File: config.mk
export PLATFORM = sky130hd
export DESIGN_NAME = dedup_order_table_core
export DESIGN_NICKNAME = d
export VERILOG_FILES = /design/src/hdl/dot_pkg.sv /design/src/hdl/dot_front.sv /design/src/hdl/dot_resq.sv /design/src/hdl/dot_engine.sv /design/src/hdl/dedup_order_table_core.sv
export VERILOG_INCLUDE_DIRS = /design/src /design/src/hdl
export SDC_FILE = /design/constraint.sdc
export NUM_CORES = 1
export LEC_CHECK = 0
export ABC_AREA = 0
export BUFFER_PORTS_ARGS = -buffer_cell sky130_fd_sc_hd__buf_2
export CORE_MARGIN = 4
export CORE_UTILIZATION = 56
export CTS_BUF_LIST = sky130_fd_sc_hd__clkbuf_8 sky130_fd_sc_hd__clkbuf_16
export CTS_CLUSTER_SIZE = 24
export DETAILED_ROUTE_END_ITERATION = 10
export GPL_TIMING_DRIVEN = 0
export HOLD_SLACK_MARGIN = 0.03
export MAX_ROUTING_LAYER = met4
export PLACE_DENSITY = 0.76
export SYNTH_ARGS = -nofsm -noshare
export SYNTH_HDL_FRONTEND = slang
export SYNTH_SLANG_ARGS = --single-unit
File: constraint.sdc
create_clock -name i_clk -period 3.2 [get_ports i_clk]
set_input_delay 0.32 -clock i_clk [delete_from_list [all_inputs] [get_ports i_clk]]
set_output_delay 0.32 -clock i_clk [all_outputs]
set_load 0.005 [all_outputs]
File: src/hdl/dedup_order_table_core_defines.svh
// ----------------------------------------------------------------------------
// dedup order table assertion macros
// concurrent assertion wrappers, empty when built for synthesis
// ----------------------------------------------------------------------------
`ifndef DEDUP_ORDER_TABLE_CORE_DEFINES_SVH
`define DEDUP_ORDER_TABLE_CORE_DEFINES_SVH

`ifndef SYNTHESIS

// checked only outside reset
`define DOT_ASSERT(lbl, clk, rst_n, prop, msg) \
    lbl: assert property (@(posedge clk) disable iff (!rst_n) prop) else $error(msg);

// checked on every edge, reset included
`define DOT_ASSERT_RST(lbl, clk, prop, msg) \
    lbl: assert property (@(posedge clk) prop) else $error(msg);

`else

`define DOT_ASSERT(lbl, clk, rst_n, prop, msg)
`define DOT_ASSERT_RST(lbl, clk, prop, msg)

`endif

`endif

File: src/hdl/dot_pkg.sv
// ----------------------------------------------------------------------------
// dot_pkg
// beat types, result kinds and command codes of the dedup order table
// ----------------------------------------------------------------------------
`default_nettype none

package dot_pkg;

    // input operations
    localparam logic OP_ADD = 1'b0;
    localparam logic OP_DEL = 1'b1;

    // result kinds
    localparam logic [2:0] KIND_INSERTED  = 3'd0;
    localparam logic [2:0] KIND_DUPLICATE = 3'd1;
    localparam logic [2:0] KIND_FULL      = 3'd2;
    localparam logic [2:0] KIND_REMOVED   = 3'd3;
    localparam logic [2:0] KIND_NOTHING   = 3'd4;
    localparam logic [2:0] KIND_BAD_INDEX = 3'd5;

    // input beat
    typedef struct packed {
        logic       operation;
        logic [1:0] floor;
        logic [1:0] button;
        logic [3:0] slot_index;
    } t_in_beat;

    // result beat
    typedef struct packed {
        logic [2:0] kind;
        logic [1:0] out_floor;
        logic [1:0] out_button;
        logic       last;
    } t_out_beat;

    // classified command from the front end
    typedef enum logic [2:0] {
        CMD_ADD = 3'b001,
        CMD_DEL = 3'b010,
        CMD_BAD = 3'b100
    } t_cmd_op;

    typedef struct packed {
        t_cmd_op    op;
        logic [1:0] floor;
        logic [1:0] button;
        logic [3:0] slot_index;
    } t_cmd;

    // one stored order
    typedef struct packed {
        logic [1:0] floor;
        logic [1:0] button;
    } t_entry;

endpackage

`default_nettype wire

File: src/hdl/dot_front.sv
// ----------------------------------------------------------------------------
// dot_front
// accepts input beats, classifies them and holds them in a two-entry queue
// ----------------------------------------------------------------------------
`default_nettype none

module dot_front #(
    parameter int TABLE_DEPTH = 16
) (
    input  wire logic             i_clk,
    input  wire logic             i_rst_n,
    input  wire logic             i_push,
    output logic                  o_full,
    input  wire dot_pkg::t_in_beat i_item,
    output logic                  o_cmd_valid,
    input  wire logic             i_cmd_ready,
    output dot_pkg::t_cmd         o_cmd
);
    import dot_pkg::*;

    t_cmd       r_q [2];
    logic       r_wp, r_rp;
    logic [1:0] r_cnt;
    logic [1:0] n_cnt;
    t_cmd       cls;
    logic       push_ok, pop_ok;

    // classify the beat
    always_comb begin
        cls.floor      = i_item.floor;
        cls.button     = i_item.button;
        cls.slot_index = i_item.slot_index;
        if (i_item.operation == OP_ADD) begin
            cls.op = CMD_ADD;
        end else if ({4'b0, i_item.slot_index} >= 8'(TABLE_DEPTH)) begin
            cls.op = CMD_BAD;
        end else begin
            cls.op = CMD_DEL;
        end
    end

    // queue handshake
    assign o_full      = (r_cnt == 2'd2);
    assign o_cmd_valid = (r_cnt != 2'd0);
    assign o_cmd       = r_q[r_rp];
    assign push_ok     = i_push && !o_full;
    assign pop_ok      = o_cmd_valid && i_cmd_ready;

    always_comb begin
        n_cnt = r_cnt;
        if (push_ok && !pop_ok) begin
            n_cnt = r_cnt + 2'd1;
        end else if (pop_ok && !push_ok) begin
            n_cnt = r_cnt - 2'd1;
        end
    end

    // queue storage and pointers
    always_ff @(posedge i_clk) begin
        if (push_ok) begin
            r_q[r_wp] <= cls;
        end
        if (!i_rst_n) begin
            r_wp  <= 1'b0;
            r_rp  <= 1'b0;
            r_cnt <= 2'd0;
        end else begin
            if (push_ok) begin
                r_wp <= ~r_wp;
            end
            if (pop_ok) begin
                r_rp <= ~r_rp;
            end
            r_cnt <= n_cnt;
        end
    end

endmodule

`default_nettype wire

File: src/hdl/dot_resq.sv
// ----------------------------------------------------------------------------
// dot_resq
// two-entry result queue between the engine and the result port
// ----------------------------------------------------------------------------
`default_nettype none

module dot_resq (
    input  wire logic              i_clk,
    input  wire logic              i_rst_n,
    input  wire logic              i_push,
    input  wire dot_pkg::t_out_beat i_beat,
    output logic                   o_full,
    output logic                   o_empty,
    input  wire logic              i_pop,
    output dot_pkg::t_out_beat     o_beat
);
    import dot_pkg::*;

    t_out_beat  r_q [2];
    logic       r_wp, r_rp;
    logic [1:0] r_cnt;
    logic [1:0] n_cnt;
    logic       push_ok, pop_ok;

    assign o_full  = (r_cnt == 2'd2);
    assign o_empty = (r_cnt == 2'd0);
    assign o_beat  = r_q[r_rp];
    assign push_ok = i_push && !o_full;
    assign pop_ok  = i_pop && !o_empty;

    // occupancy
    always_comb begin
        n_cnt = r_cnt;
        if (push_ok && !pop_ok) begin
            n_cnt = r_cnt + 2'd1;
        end else if (pop_ok && !push_ok) begin
            n_cnt = r_cnt - 2'd1;
        end
    end

    // storage and pointers
    always_ff @(posedge i_clk) begin
        if (push_ok) begin
            r_q[r_wp] <= i_beat;
        end
        if (!i_rst_n) begin
            r_wp  <= 1'b0;
            r_rp  <= 1'b0;
            r_cnt <= 2'd0;
        end else begin
            if (push_ok) begin
                r_wp <= ~r_wp;
            end
            if (pop_ok) begin
                r_rp <= ~r_rp;
            end
            r_cnt <= n_cnt;
        end
    end

endmodule

`default_nettype wire

File: src/hdl/dot_engine.sv
// ----------------------------------------------------------------------------
// dot_engine
// order table memory and the sequencer that scans it one entry a cycle unless stalled by a full result queue
// ----------------------------------------------------------------------------
`default_nettype none

`include "dedup_order_table_core_defines.svh"

module dot_engine #(
    parameter int TABLE_DEPTH = 16
) (
    input  wire logic          i_clk,
    input  wire logic          i_rst_n,
    input  wire logic          i_cmd_valid,
    output logic               o_cmd_ready,
    input  wire dot_pkg::t_cmd i_cmd,
    output logic               o_res_push,
    output dot_pkg::t_out_beat o_res_beat,
    input  wire logic          i_res_full
);
    import dot_pkg::*;

    localparam int AW = (TABLE_DEPTH > 1) ? $clog2(TABLE_DEPTH) : 1;
    localparam int CW = $clog2(TABLE_DEPTH + 1);

    typedef enum logic [3:0] {
        S_IDLE = 4'b0001,
        S_TGT  = 4'b0010,
        S_SCAN = 4'b0100,
        S_EMIT = 4'b1000
    } t_state;

    // control and working registers
    t_state    r_state, n_state;
    logic [CW-1:0] r_count, n_count;
    logic [CW-1:0] r_ptr, n_ptr;
    logic [CW-1:0] r_keep, n_keep;
    logic      r_ev, n_ev;
    logic [AW-1:0] r_ev_idx, n_ev_idx;
    logic      r_hit, n_hit;
    t_cmd      r_cmd, n_cmd;
    logic [1:0] r_tgt, n_tgt;
    t_out_beat r_pend, n_pend;
    t_out_beat r_fin, n_fin;

    // table memory, registered read
    t_entry    r_mem [TABLE_DEPTH];
    t_entry    r_rd;
    logic      rd_en, we;
    logic [AW-1:0] rd_addr, wa;
    t_entry    wd;

    logic [7:0] idx8;
    logic      ev_self, ev_rm, ev_keep, stall;

    assign idx8    = {4'b0, i_cmd.slot_index};
    assign ev_self = ({4'b0, r_cmd.slot_index} == 8'(r_ev_idx));
    assign ev_rm   = r_ev && (r_cmd.op == CMD_DEL) && !ev_self && (r_rd.floor == r_tgt);
    assign ev_keep = r_ev && (r_cmd.op == CMD_DEL) && !ev_self && (r_rd.floor != r_tgt);
    assign stall   = ev_rm && i_res_full;

    // sequencer
    always_comb begin
        n_state     = r_state;
        n_count     = r_count;
        n_ptr       = r_ptr;
        n_keep      = r_keep;
        n_ev        = r_ev;
        n_ev_idx    = r_ev_idx;
        n_hit       = r_hit;
        n_cmd       = r_cmd;
        n_tgt       = r_tgt;
        n_pend      = r_pend;
        n_fin       = r_fin;
        o_cmd_ready = 1'b0;
        o_res_push  = 1'b0;
        o_res_beat  = r_fin;
        rd_en       = 1'b0;
        rd_addr     = '0;
        we          = 1'b0;
        wa          = '0;
        wd          = '0;

        case (r_state)
            S_IDLE: begin
                if (i_cmd_valid) begin
                    o_cmd_ready = 1'b1;
                    n_cmd       = i_cmd;
                    n_hit       = 1'b0;
                    n_ptr       = '0;
                    n_keep      = '0;
                    n_ev        = 1'b0;
                    case (i_cmd.op)
                        CMD_BAD: begin
                            n_fin   = '{kind: KIND_BAD_INDEX, out_floor: 2'd0,
                                        out_button: 2'd0, last: 1'b1};
                            n_state = S_EMIT;
                        end
                        CMD_DEL: begin
                            if (idx8 >= 8'(r_count)) begin
                                n_fin   = '{kind: KIND_NOTHING, out_floor: 2'd0,
                                            out_button: 2'd0, last: 1'b1};
                                n_state = S_EMIT;
                            end else begin
                                rd_en   = 1'b1;
                                rd_addr = idx8[AW-1:0];
                                n_state = S_TGT;
                            end
                        end
                        default: begin
                            n_state = S_SCAN;
                        end
                    endcase
                end
            end

            // named entry becomes the first pending removal
            S_TGT: begin
                n_tgt   = r_rd.floor;
                n_pend  = '{kind: KIND_REMOVED, out_floor: r_rd.floor,
                            out_button: r_rd.button, last: 1'b0};
                n_state = S_SCAN;
            end

            // read one entry, evaluate the one held in r_rd from the read before
            S_SCAN: begin
                if (!stall) begin
                    if (r_ev && (r_cmd.op == CMD_ADD) && (r_rd.floor == r_cmd.floor)
                            && (r_rd.button == r_cmd.button)) begin
                        n_hit = 1'b1;
                    end
                    if (ev_rm) begin
                        o_res_push = 1'b1;
                        o_res_beat = r_pend;
                        n_pend     = '{kind: KIND_REMOVED, out_floor: r_rd.floor,
                                       out_button: r_rd.button, last: 1'b0};
                    end
                    if (ev_keep) begin
                        we     = 1'b1;
                        wa     = r_keep[AW-1:0];
                        wd     = r_rd;
                        n_keep = r_keep + CW'(1);
                    end
                    if (r_ptr != r_count) begin
                        rd_en    = 1'b1;
                        rd_addr  = r_ptr[AW-1:0];
                        n_ev     = 1'b1;
                        n_ev_idx = r_ptr[AW-1:0];
                        n_ptr    = r_ptr + CW'(1);
                    end else begin
                        n_ev = 1'b0;
                        if (!r_ev) begin
                            n_state = S_EMIT;
                            if (r_cmd.op == CMD_DEL) begin
                                // compacted table now holds only the kept entries
                                n_count = r_keep;
                                n_fin   = r_pend;
                                n_fin.last = 1'b1;
                            end else begin
                                n_fin.out_floor  = r_cmd.floor;
                                n_fin.out_button = r_cmd.button;
                                n_fin.last       = 1'b1;
                                if (r_hit) begin
                                    n_fin.kind = KIND_DUPLICATE;
                                end else if (r_count == CW'(TABLE_DEPTH)) begin
                                    n_fin.kind = KIND_FULL;
                                end else begin
                                    n_fin.kind = KIND_INSERTED;
                                    we         = 1'b1;
                                    wa         = r_count[AW-1:0];
                                    wd         = '{floor: r_cmd.floor, button: r_cmd.button};
                                    n_count    = r_count + CW'(1);
                                end
                            end
                        end
                    end
                end
            end

            // final beat of the item
            S_EMIT: begin
                if (!i_res_full) begin
                    o_res_push = 1'b1;
                    o_res_beat = r_fin;
                    n_state    = S_IDLE;
                end
            end

            default: begin
                n_state = S_IDLE;
            end
        endcase
    end

    // table memory
    always_ff @(posedge i_clk) begin
        if (we) begin
            r_mem[wa] <= wd;
        end
        if (rd_en) begin
            r_rd <= r_mem[rd_addr];
        end
    end

    // state registers
    always_ff @(posedge i_clk) begin
        if (!i_rst_n) begin
            r_state <= S_IDLE;
            r_count <= '0;
            r_ptr   <= '0;
            r_keep  <= '0;
            r_ev    <= 1'b0;
            r_hit   <= 1'b0;
        end else begin
            r_state <= n_state;
            r_count <= n_count;
            r_ptr   <= n_ptr;
            r_keep  <= n_keep;
            r_ev    <= n_ev;
            r_hit   <= n_hit;
        end
        r_ev_idx <= n_ev_idx;
        r_cmd    <= n_cmd;
        r_tgt    <= n_tgt;
        r_pend   <= n_pend;
        r_fin    <= n_fin;
    end

    // checks
    `DOT_ASSERT(a_count_range, i_clk, i_rst_n, r_count <= CW'(TABLE_DEPTH), "entry count past depth")
    `DOT_ASSERT(a_push_room, i_clk, i_rst_n, o_res_push |-> !i_res_full, "result push into full queue")
    `DOT_ASSERT(a_keep_behind, i_clk, i_rst_n, r_keep <= r_ptr, "compaction write ahead of scan")
    `DOT_ASSERT(a_ev_in_range, i_clk, i_rst_n, r_ev |-> (CW'(r_ev_idx) < r_count), "scan past last entry")
    `DOT_ASSERT_RST(a_reset_idle, i_clk, !i_rst_n |=> (r_state == S_IDLE && r_count == '0), "reset did not empty table")

endmodule

`default_nettype wire

File: src/hdl/dedup_order_table_core.sv
// The table sits in a memory with one read and one write port, and the engine walks it
// one entry per cycle for an add (duplicate search) as well as for a delete (same-floor
// removal and compaction); the walk covers the orders pending when the item leaves the
// input queue. A delete of an empty slot or a bad index skips the walk. Results are taken
// one per cycle from a two-entry output queue, and a delete stalls its scan while it has a
// removal to queue and that queue is full. Two more input items can wait in the input
// queue while one is worked on. Reset empties the table at once; there is no clearing pass.
// ----------------------------------------------------------------------------
// dedup_order_table_core
// arrival-ordered, duplicate-free table of pending elevator call orders
// ----------------------------------------------------------------------------
`default_nettype none

module dedup_order_table_core #(
    parameter int TABLE_DEPTH = 16
) (
    input  wire logic              i_clk,
    input  wire logic              i_rst_n,
    input  wire logic              push,
    output logic                   full,
    input  wire dot_pkg::t_in_beat i_item,
    output logic                   empty,
    input  wire logic              pop,
    output dot_pkg::t_out_beat     o_result
);
    import dot_pkg::*;

    t_cmd      cmd;
    logic      cmd_valid, cmd_ready;
    t_out_beat res_beat;
    logic      res_push, res_full;

    // classify and queue input beats
    dot_front #(
        .TABLE_DEPTH (TABLE_DEPTH)
    ) u_front (
        .i_clk       (i_clk),
        .i_rst_n     (i_rst_n),
        .i_push      (push),
        .o_full      (full),
        .i_item      (i_item),
        .o_cmd_valid (cmd_valid),
        .i_cmd_ready (cmd_ready),
        .o_cmd       (cmd)
    );

    // table and scan engine
    dot_engine #(
        .TABLE_DEPTH (TABLE_DEPTH)
    ) u_engine (
        .i_clk       (i_clk),
        .i_rst_n     (i_rst_n),
        .i_cmd_valid (cmd_valid),
        .o_cmd_ready (cmd_ready),
        .i_cmd       (cmd),
        .o_res_push  (res_push),
        .o_res_beat  (res_beat),
        .i_res_full  (res_full)
    );

    // result queue
    dot_resq u_resq (
        .i_clk   (i_clk),
        .i_rst_n (i_rst_n),
        .i_push  (res_push),
        .i_beat  (res_beat),
        .o_full  (res_full),
        .o_empty (empty),
        .i_pop   (pop),
        .o_beat  (o_result)
    );

endmodule

`default_nettype wire

==> results of run 1 <==
layout make-up:
type / instances / area (sq um) / area share (%)
sequential: 162 / 4560 / 54.5
timing repair buffer: 36 / 231 / 2.77
multi-input combinational: 379 / 2540 / 30.4
tap: 172 / 215 / 2.57
inverter: 15 / 56.3 / 0.674
clock inverter: 13 / 146 / 1.75
buffer: 22 / 161 / 1.93
clock buffer: 19 / 453 / 5.42
stage by stage:
step | std cells | util (%) | hold WS [ps] | cell area (sq um)
4_1_cts | 810 | 65.4 | 67.8 | 8220
3_5_place_dp | 772 | 59.8 | 416 | 7510
5_1_grt | 818 | 66.5 | 67.4 | 8360
6_report | 818 | 66.5 | 84.1 | 8360
3_3_place_gp | 772 | 59.7 | 415 | 7510
2_1_floorplan | 578 | - | 406 | 7180
sequential cells by signal, indices dropped and copies added (netlist names), named ones only:
signal             cells
u_engine.r_ev          1
u_front.r_cnt          2
u_front.r_wp           1
u_resq.r_cnt           2
u_engine.r_hit         1
u_resq.r_q            16
u_engine.r_count       5
u_engine.r_keep        5
u_resq.r_rp            1
u_front.r_rp           1
u_engine.r_ev_idx      4
u_engine.r_ptr         5
u_resq.r_wp            1
u_engine.r_rd          4
u_engine.r_pend        4
u_front.r_q           20
u_engine.r_state       4
u_engine.r_tgt         2
u_engine.r_cmd        10
u_engine.r_mem        64
u_engine.r_fin         7
routing by layer:
layer,GRT usage [%],vias to the layer above,wire (microns)
met2,37.4,189,7800
met5,-,-,0
met4,6.51,0,269
met3,6.06,29,1030
li1,-,2235,-
met1,28.0,2380,6350
cell families (layout without fill, tap and decap cells):
family	count (synthesis)	count (layout)	synth area share [%]
xor gates and xnor gates	27	27	3.29
and+or+nand+nor	211	211	14.5
AOI/OAI and AO/OA	107	107	10.6
buffers and inverters	37	105	2.75
muxes	24	24	3.71
DFF	162	162	63.4
adders and majority gates	10	10	1.74
path summary, 6_finish.rpt:
path / from / end / slack [ps]
setup / recovery: flip-flop / u_engine.r_rd[2] / 70
hold / removal: i_item[4] / u_front.r_q[0][4] / 80
setup reg to reg: flip-flop / u_engine.r_rd[2] / 70
hold reg to reg: u_engine.r_ptr[3] / u_engine.r_ev_idx[3] / 420
power breakdown:
group / internal, uW / switching [uW]
registers: 2520 / 161
logic: 544 / 672
clock network: 1260 / 803
critical path, cell delays in order (launching register included):
cell      delay [ps]
dfxtp_4          360
buf_8            140
mux2i_4          290
inv_2            120
ha_4             280
o21ai_2           50
o21ai_2          180
a211oi_2         100
buf_4            190
a32o_2           300
buf_6            160
a21oi_4          110
a32oi_2           70
a22o_1           220
a211o_1          300
what timing repair did:
action | in CTS | in global routing
setup buffers | 6 | 7
cloned | 0 | 1
gates resized for setup | 16 | 15
endpoints found under the setup margin | 50 | 101
endpoints found under the hold margin | 0 | 0
pin swaps | 3 | 7
placed cells by master, fill, tap and decap left out, drive strengths merged, types with 4 or more instances in the layout:
cell type | Yosys | layout
dfxtp | 31 | 31
ha | 10 | 10
nand2b | 6 | 6
a32oi | 9 | 9
nor3 | 8 | 8
xnor2 | 14 | 14
mux2 | 21 | 21
nand4 | 5 | 5
nand2 | 91 | 91
buf | 14 | 49
inv | 15 | 20
nand3 | 12 | 12
nor4b | 5 | 5
o21ai | 22 | 22
a22oi | 5 | 5
clkbuf | 8 | 28
xor2 | 13 | 13
a21oi | 29 | 29
nor2b | 4 | 4
a21boi | 6 | 6
nand3b | 5 | 5
and2 | 20 | 20
a31oi | 6 | 6
nor2 | 44 | 44
edfxtp | 131 | 131
a211o | 4 | 4
a21o | 6 | 6
==> metrics.txt, run 1 <==
outcome finished clean; Vias/cell 5.91; hold buffers post-CTS 0; async set-reset flop share out of synthesis 0%; Fin Clk Skew 8.98 ps; Commonest cells post-synth 131 x edfxtp_1, 90 x nand2_1, 44 x nor2_1; CTS clock-pin slew for the worst setup and hold paths 60 ps; hold path depth 1; pin count of the biggest net entering global routing 17; Hold Path Class in2reg; remaining antenna violation count 0; R2R depth 14; syn_area_per_cell 12.4 sq um; First-pass DRT Iterations 5; GP Congestion 0.901; maximum clock insertion buffer count 2; pwr dens 712 mW/mm^2; Post-synth EDFFs 131; diode count 0; total power 5950 uW; Pins Over Slew Limit 0; most common flop cell mapped by yosys edfxtp_1; pre-CTS setup slack -677 ps; H-tree levels 4; Crit Path Max Fanout 6; Post-Synthesis Cells 578; top-count cell post-synth edfxtp_1; CTS Root Cell clkbuf_16; Layout fillers 915; DRT iter0 DRCs 365; Period minus WS final 3130 ps; critical path class reg2reg; Vias 4833; dpl hpwl 10500 microns; sequential share of the synthesized area 63.4%; maximum VDD drop 0.000411 V; DRC Markers 0; Setup crit start kind flip-flop; critical path arrival 3290 ps; share of cells above drive strength 1 19.7%; Period Utilization, post-route 97.8%; RSZ-0062 raised after global routing true; Yosys top cell area share 54.8%; setup_tns 0 ps; mapped cell area 0.00718 sq mm; CP required 3360 ps; final wirelength 15400 microns; leak pwr 0.00295 uW; first-pass GRT wire length 24600 microns; Core ar. 0.0126 sq mm; final setup fails 0; Fin. Hold Viols 0; Die Span Y 121 microns; row cnt 41; MaxCap Viol Count 0; drt wl/cell 18.9 microns; total CTS buffers 17; Worst-Skew Late Latency 430 ps; Post-Syn Nets 601; CTS tree done; initial antenna violation count 0; Final nets 656; worst slew pin tran 1010 ps; yosys warns 0; Layout area overhead 16.4%; Yosys reg bits 162; CP Capture Type flip-flop; Initial Util 57.1%; Die W 121 microns; vias in the first global route 4741; synth top area cells edfxtp_1 55%, dfxtp_1 8.6%, nand2_1 4.7%, mux2_2 3.3%, nor2_1 2.3%; Fmax 0.320 GHz; gr usage total 22.8%; GRT overflow 0; Clock Sinks 162; Setup WS post-layout 70.6 ps; I/O Buffers 22; area leader, netlist edfxtp_1; Synth cell types 60; I/O pins 23; die area 0.0147 sq mm; max_slew headroom 32.6%
(Power assumes the default switching activity.)
==> run 2: changes to the inputs <==
MAX_ROUTING_LAYER = unset   (was met4)
==> metrics.txt, run 2 (same netlist as run 1, synthesis figures left out) <==
Vias 4739; row cnt 41; pwr dens 703 mW/mm^2; Fmax 0.318 GHz; Logic pwr share 20.5%; gr usage total 22.0%; Worst-Skew Late Latency 430 ps; Sw Ratio 27.9%; Core Util, Final 66.4%; Cell Count, Final, Fillers Out 818; Post-DP Area 0.00751 sq mm; Initial Util 57.1%; critical path class reg2reg; final wirelength 15300 microns; Core ar. 0.0126 sq mm; hold path depth 1; diode count 0; Fin Clk Skew 8.80 ps; worst r2r dst u_engine.r_rd[2]; First-pass DRT Iterations 7; I/O Buffers 22; remaining antenna violation count 0; critical path arrival 3310 ps; MaxCap Viol Count 0; leak pwr 0.00294 uW; Crit Path Max Fanout 5; max FFs per register 64; CP Capture Type flip-flop; max_slew headroom 31.9%; initial antenna violation count 0; final setup fails 0; DRT iter0 DRCs 436; GP Congestion 0.899; total CTS buffers 17; Die W 121 microns; Hold EP u_front.r_q[0][4]; Fin. Hold Viols 0; Die Span Y 121 microns; hold buffers post-CTS 0; H-tree levels 4; Pins Over Slew Limit 0; Layout area overhead 16.2%; HP Start i_item[4]; CTS tree done; placed insts 772; CP required 3360 ps; Hold Path Class in2reg; total power 5860 uW; cell area after layout 0.00834 sq mm; share of cells above drive strength 1 20.3%; outcome finished clean; NetSw 1640 uW; commonest cells after routing, fill and taps aside 131 x edfxtp_1, 90 x nand2_1, 39 x nor2_1; Period minus WS final 3140 ps; Period Utilization, post-route 98.2%; Setup crit start kind flip-flop; sequential power share 45.6%; CTS clock-pin slew for the worst setup and hold paths 60 ps; CTS Root Cell clkbuf_16; die area 0.0147 sq mm; clock power share 33.9%; Clock Sinks 162; drt wl/cell 18.7 microns; I/O pins 23; vias in the first global route 4681; biggest regs u_engine.r_mem x64, u_front.r_q x20, u_resq.r_q x16; worst slew pin tran 1010 ps; RSZ-0062 raised after global routing true; pin count of the biggest net entering global routing 17; first-pass GRT wire length 24200 microns; Vias/cell 5.79; maximum VDD drop 0.000448 V; DRC Markers 0; Final nets 656; Internal Power 4220 uW; Largest Register u_engine.r_mem; maximum clock insertion buffer count 2; dpl hpwl 10200 microns; R2R depth 14; Reg2Reg Setup Slack 60 ps; most common cell after layout, fill and taps aside edfxtp_1; GRT overflow 0
[run 2: what timing repair did]
action,CTS,global route
buffers inserted,4,9
cloned,0,1
setup endpoints to repair,60,96
pin swaps,3,7
resized for setup,18,21
[run 2: power by group through the flow]
stage / clock network (uW) / logic [uW] / registers, uW
final: 1990 / 1200 / 2670
after global routing: 2100 / 1310 / 2690
after CTS: 2000 / 1110 / 2670
after detailed placement: 0 / 1050 / 2710
after global placement: 0 / 1010 / 2700
after floorplan: 0 / 792 / 2650
[run 2: per-layer routing]
layer / wire length, microns / vias up / share of wire [%] / global-route usage (%)
met5: 0 / - / 0 / 0
met4: 400 / 0 / 2.6 / 9.10
met3: 980 / 28 / 6.4 / 5.83
met2: 7420 / 205 / 48 / 35.0
met1: 6530 / 2280 / 43 / 28.8
li1: - / 2226 / - / -
[run 2: layout make-up]
cell class                 count  area [sq um]
buffer                        22           169
clock buffer                  19           453
clock inverter                13           124
fill                         909          4230
inverter                      15          56.3
multi-input combinational    379          2550
sequential                   162          4560
tap                          172           215
timing repair buffer          36           219
[run 2: worst max-delay path: stages, from the launching register on]
cell      delay, ps
dfxtp_4         360
buf_8           140
mux2i_4         300
inv_2           110
ha_4            270
o21ai_1          60
o21ai_2         190
a211oi_2        100
buf_4           200
a32o_2          290
buf_6           160
a21oi_2          90
a32oi_1          80
a22o_1          240
a211o_1         260
[run 2: metrics by stage]
step                      setup slack [ps]  setup TNS, ps  hold WS, ps
after floorplan                        128              0          406
after global placement                -531          -8110          416
after detailed placement              -618          -6260          416
after CTS                             27.6              0         64.8
after global routing                 -63.5           -169         63.8
final                                 56.3              0         77.2
[run 2: worst max-delay path by stage]
stage	start	to	slack [ps]	cells after the start
after CTS	flip-flop	u_engine.r_rd[2]	30	13
after detailed placement	flip-flop	u_engine.r_rd[2]	-620	11
final	flip-flop	u_engine.r_rd[2]	60	14
after global routing	flip-flop	u_engine.r_rd[0]	-60	15
after floorplan	flip-flop	u_engine.r_rd[1]	130	11
after global placement	flip-flop	u_engine.r_rd[1]	-530	11
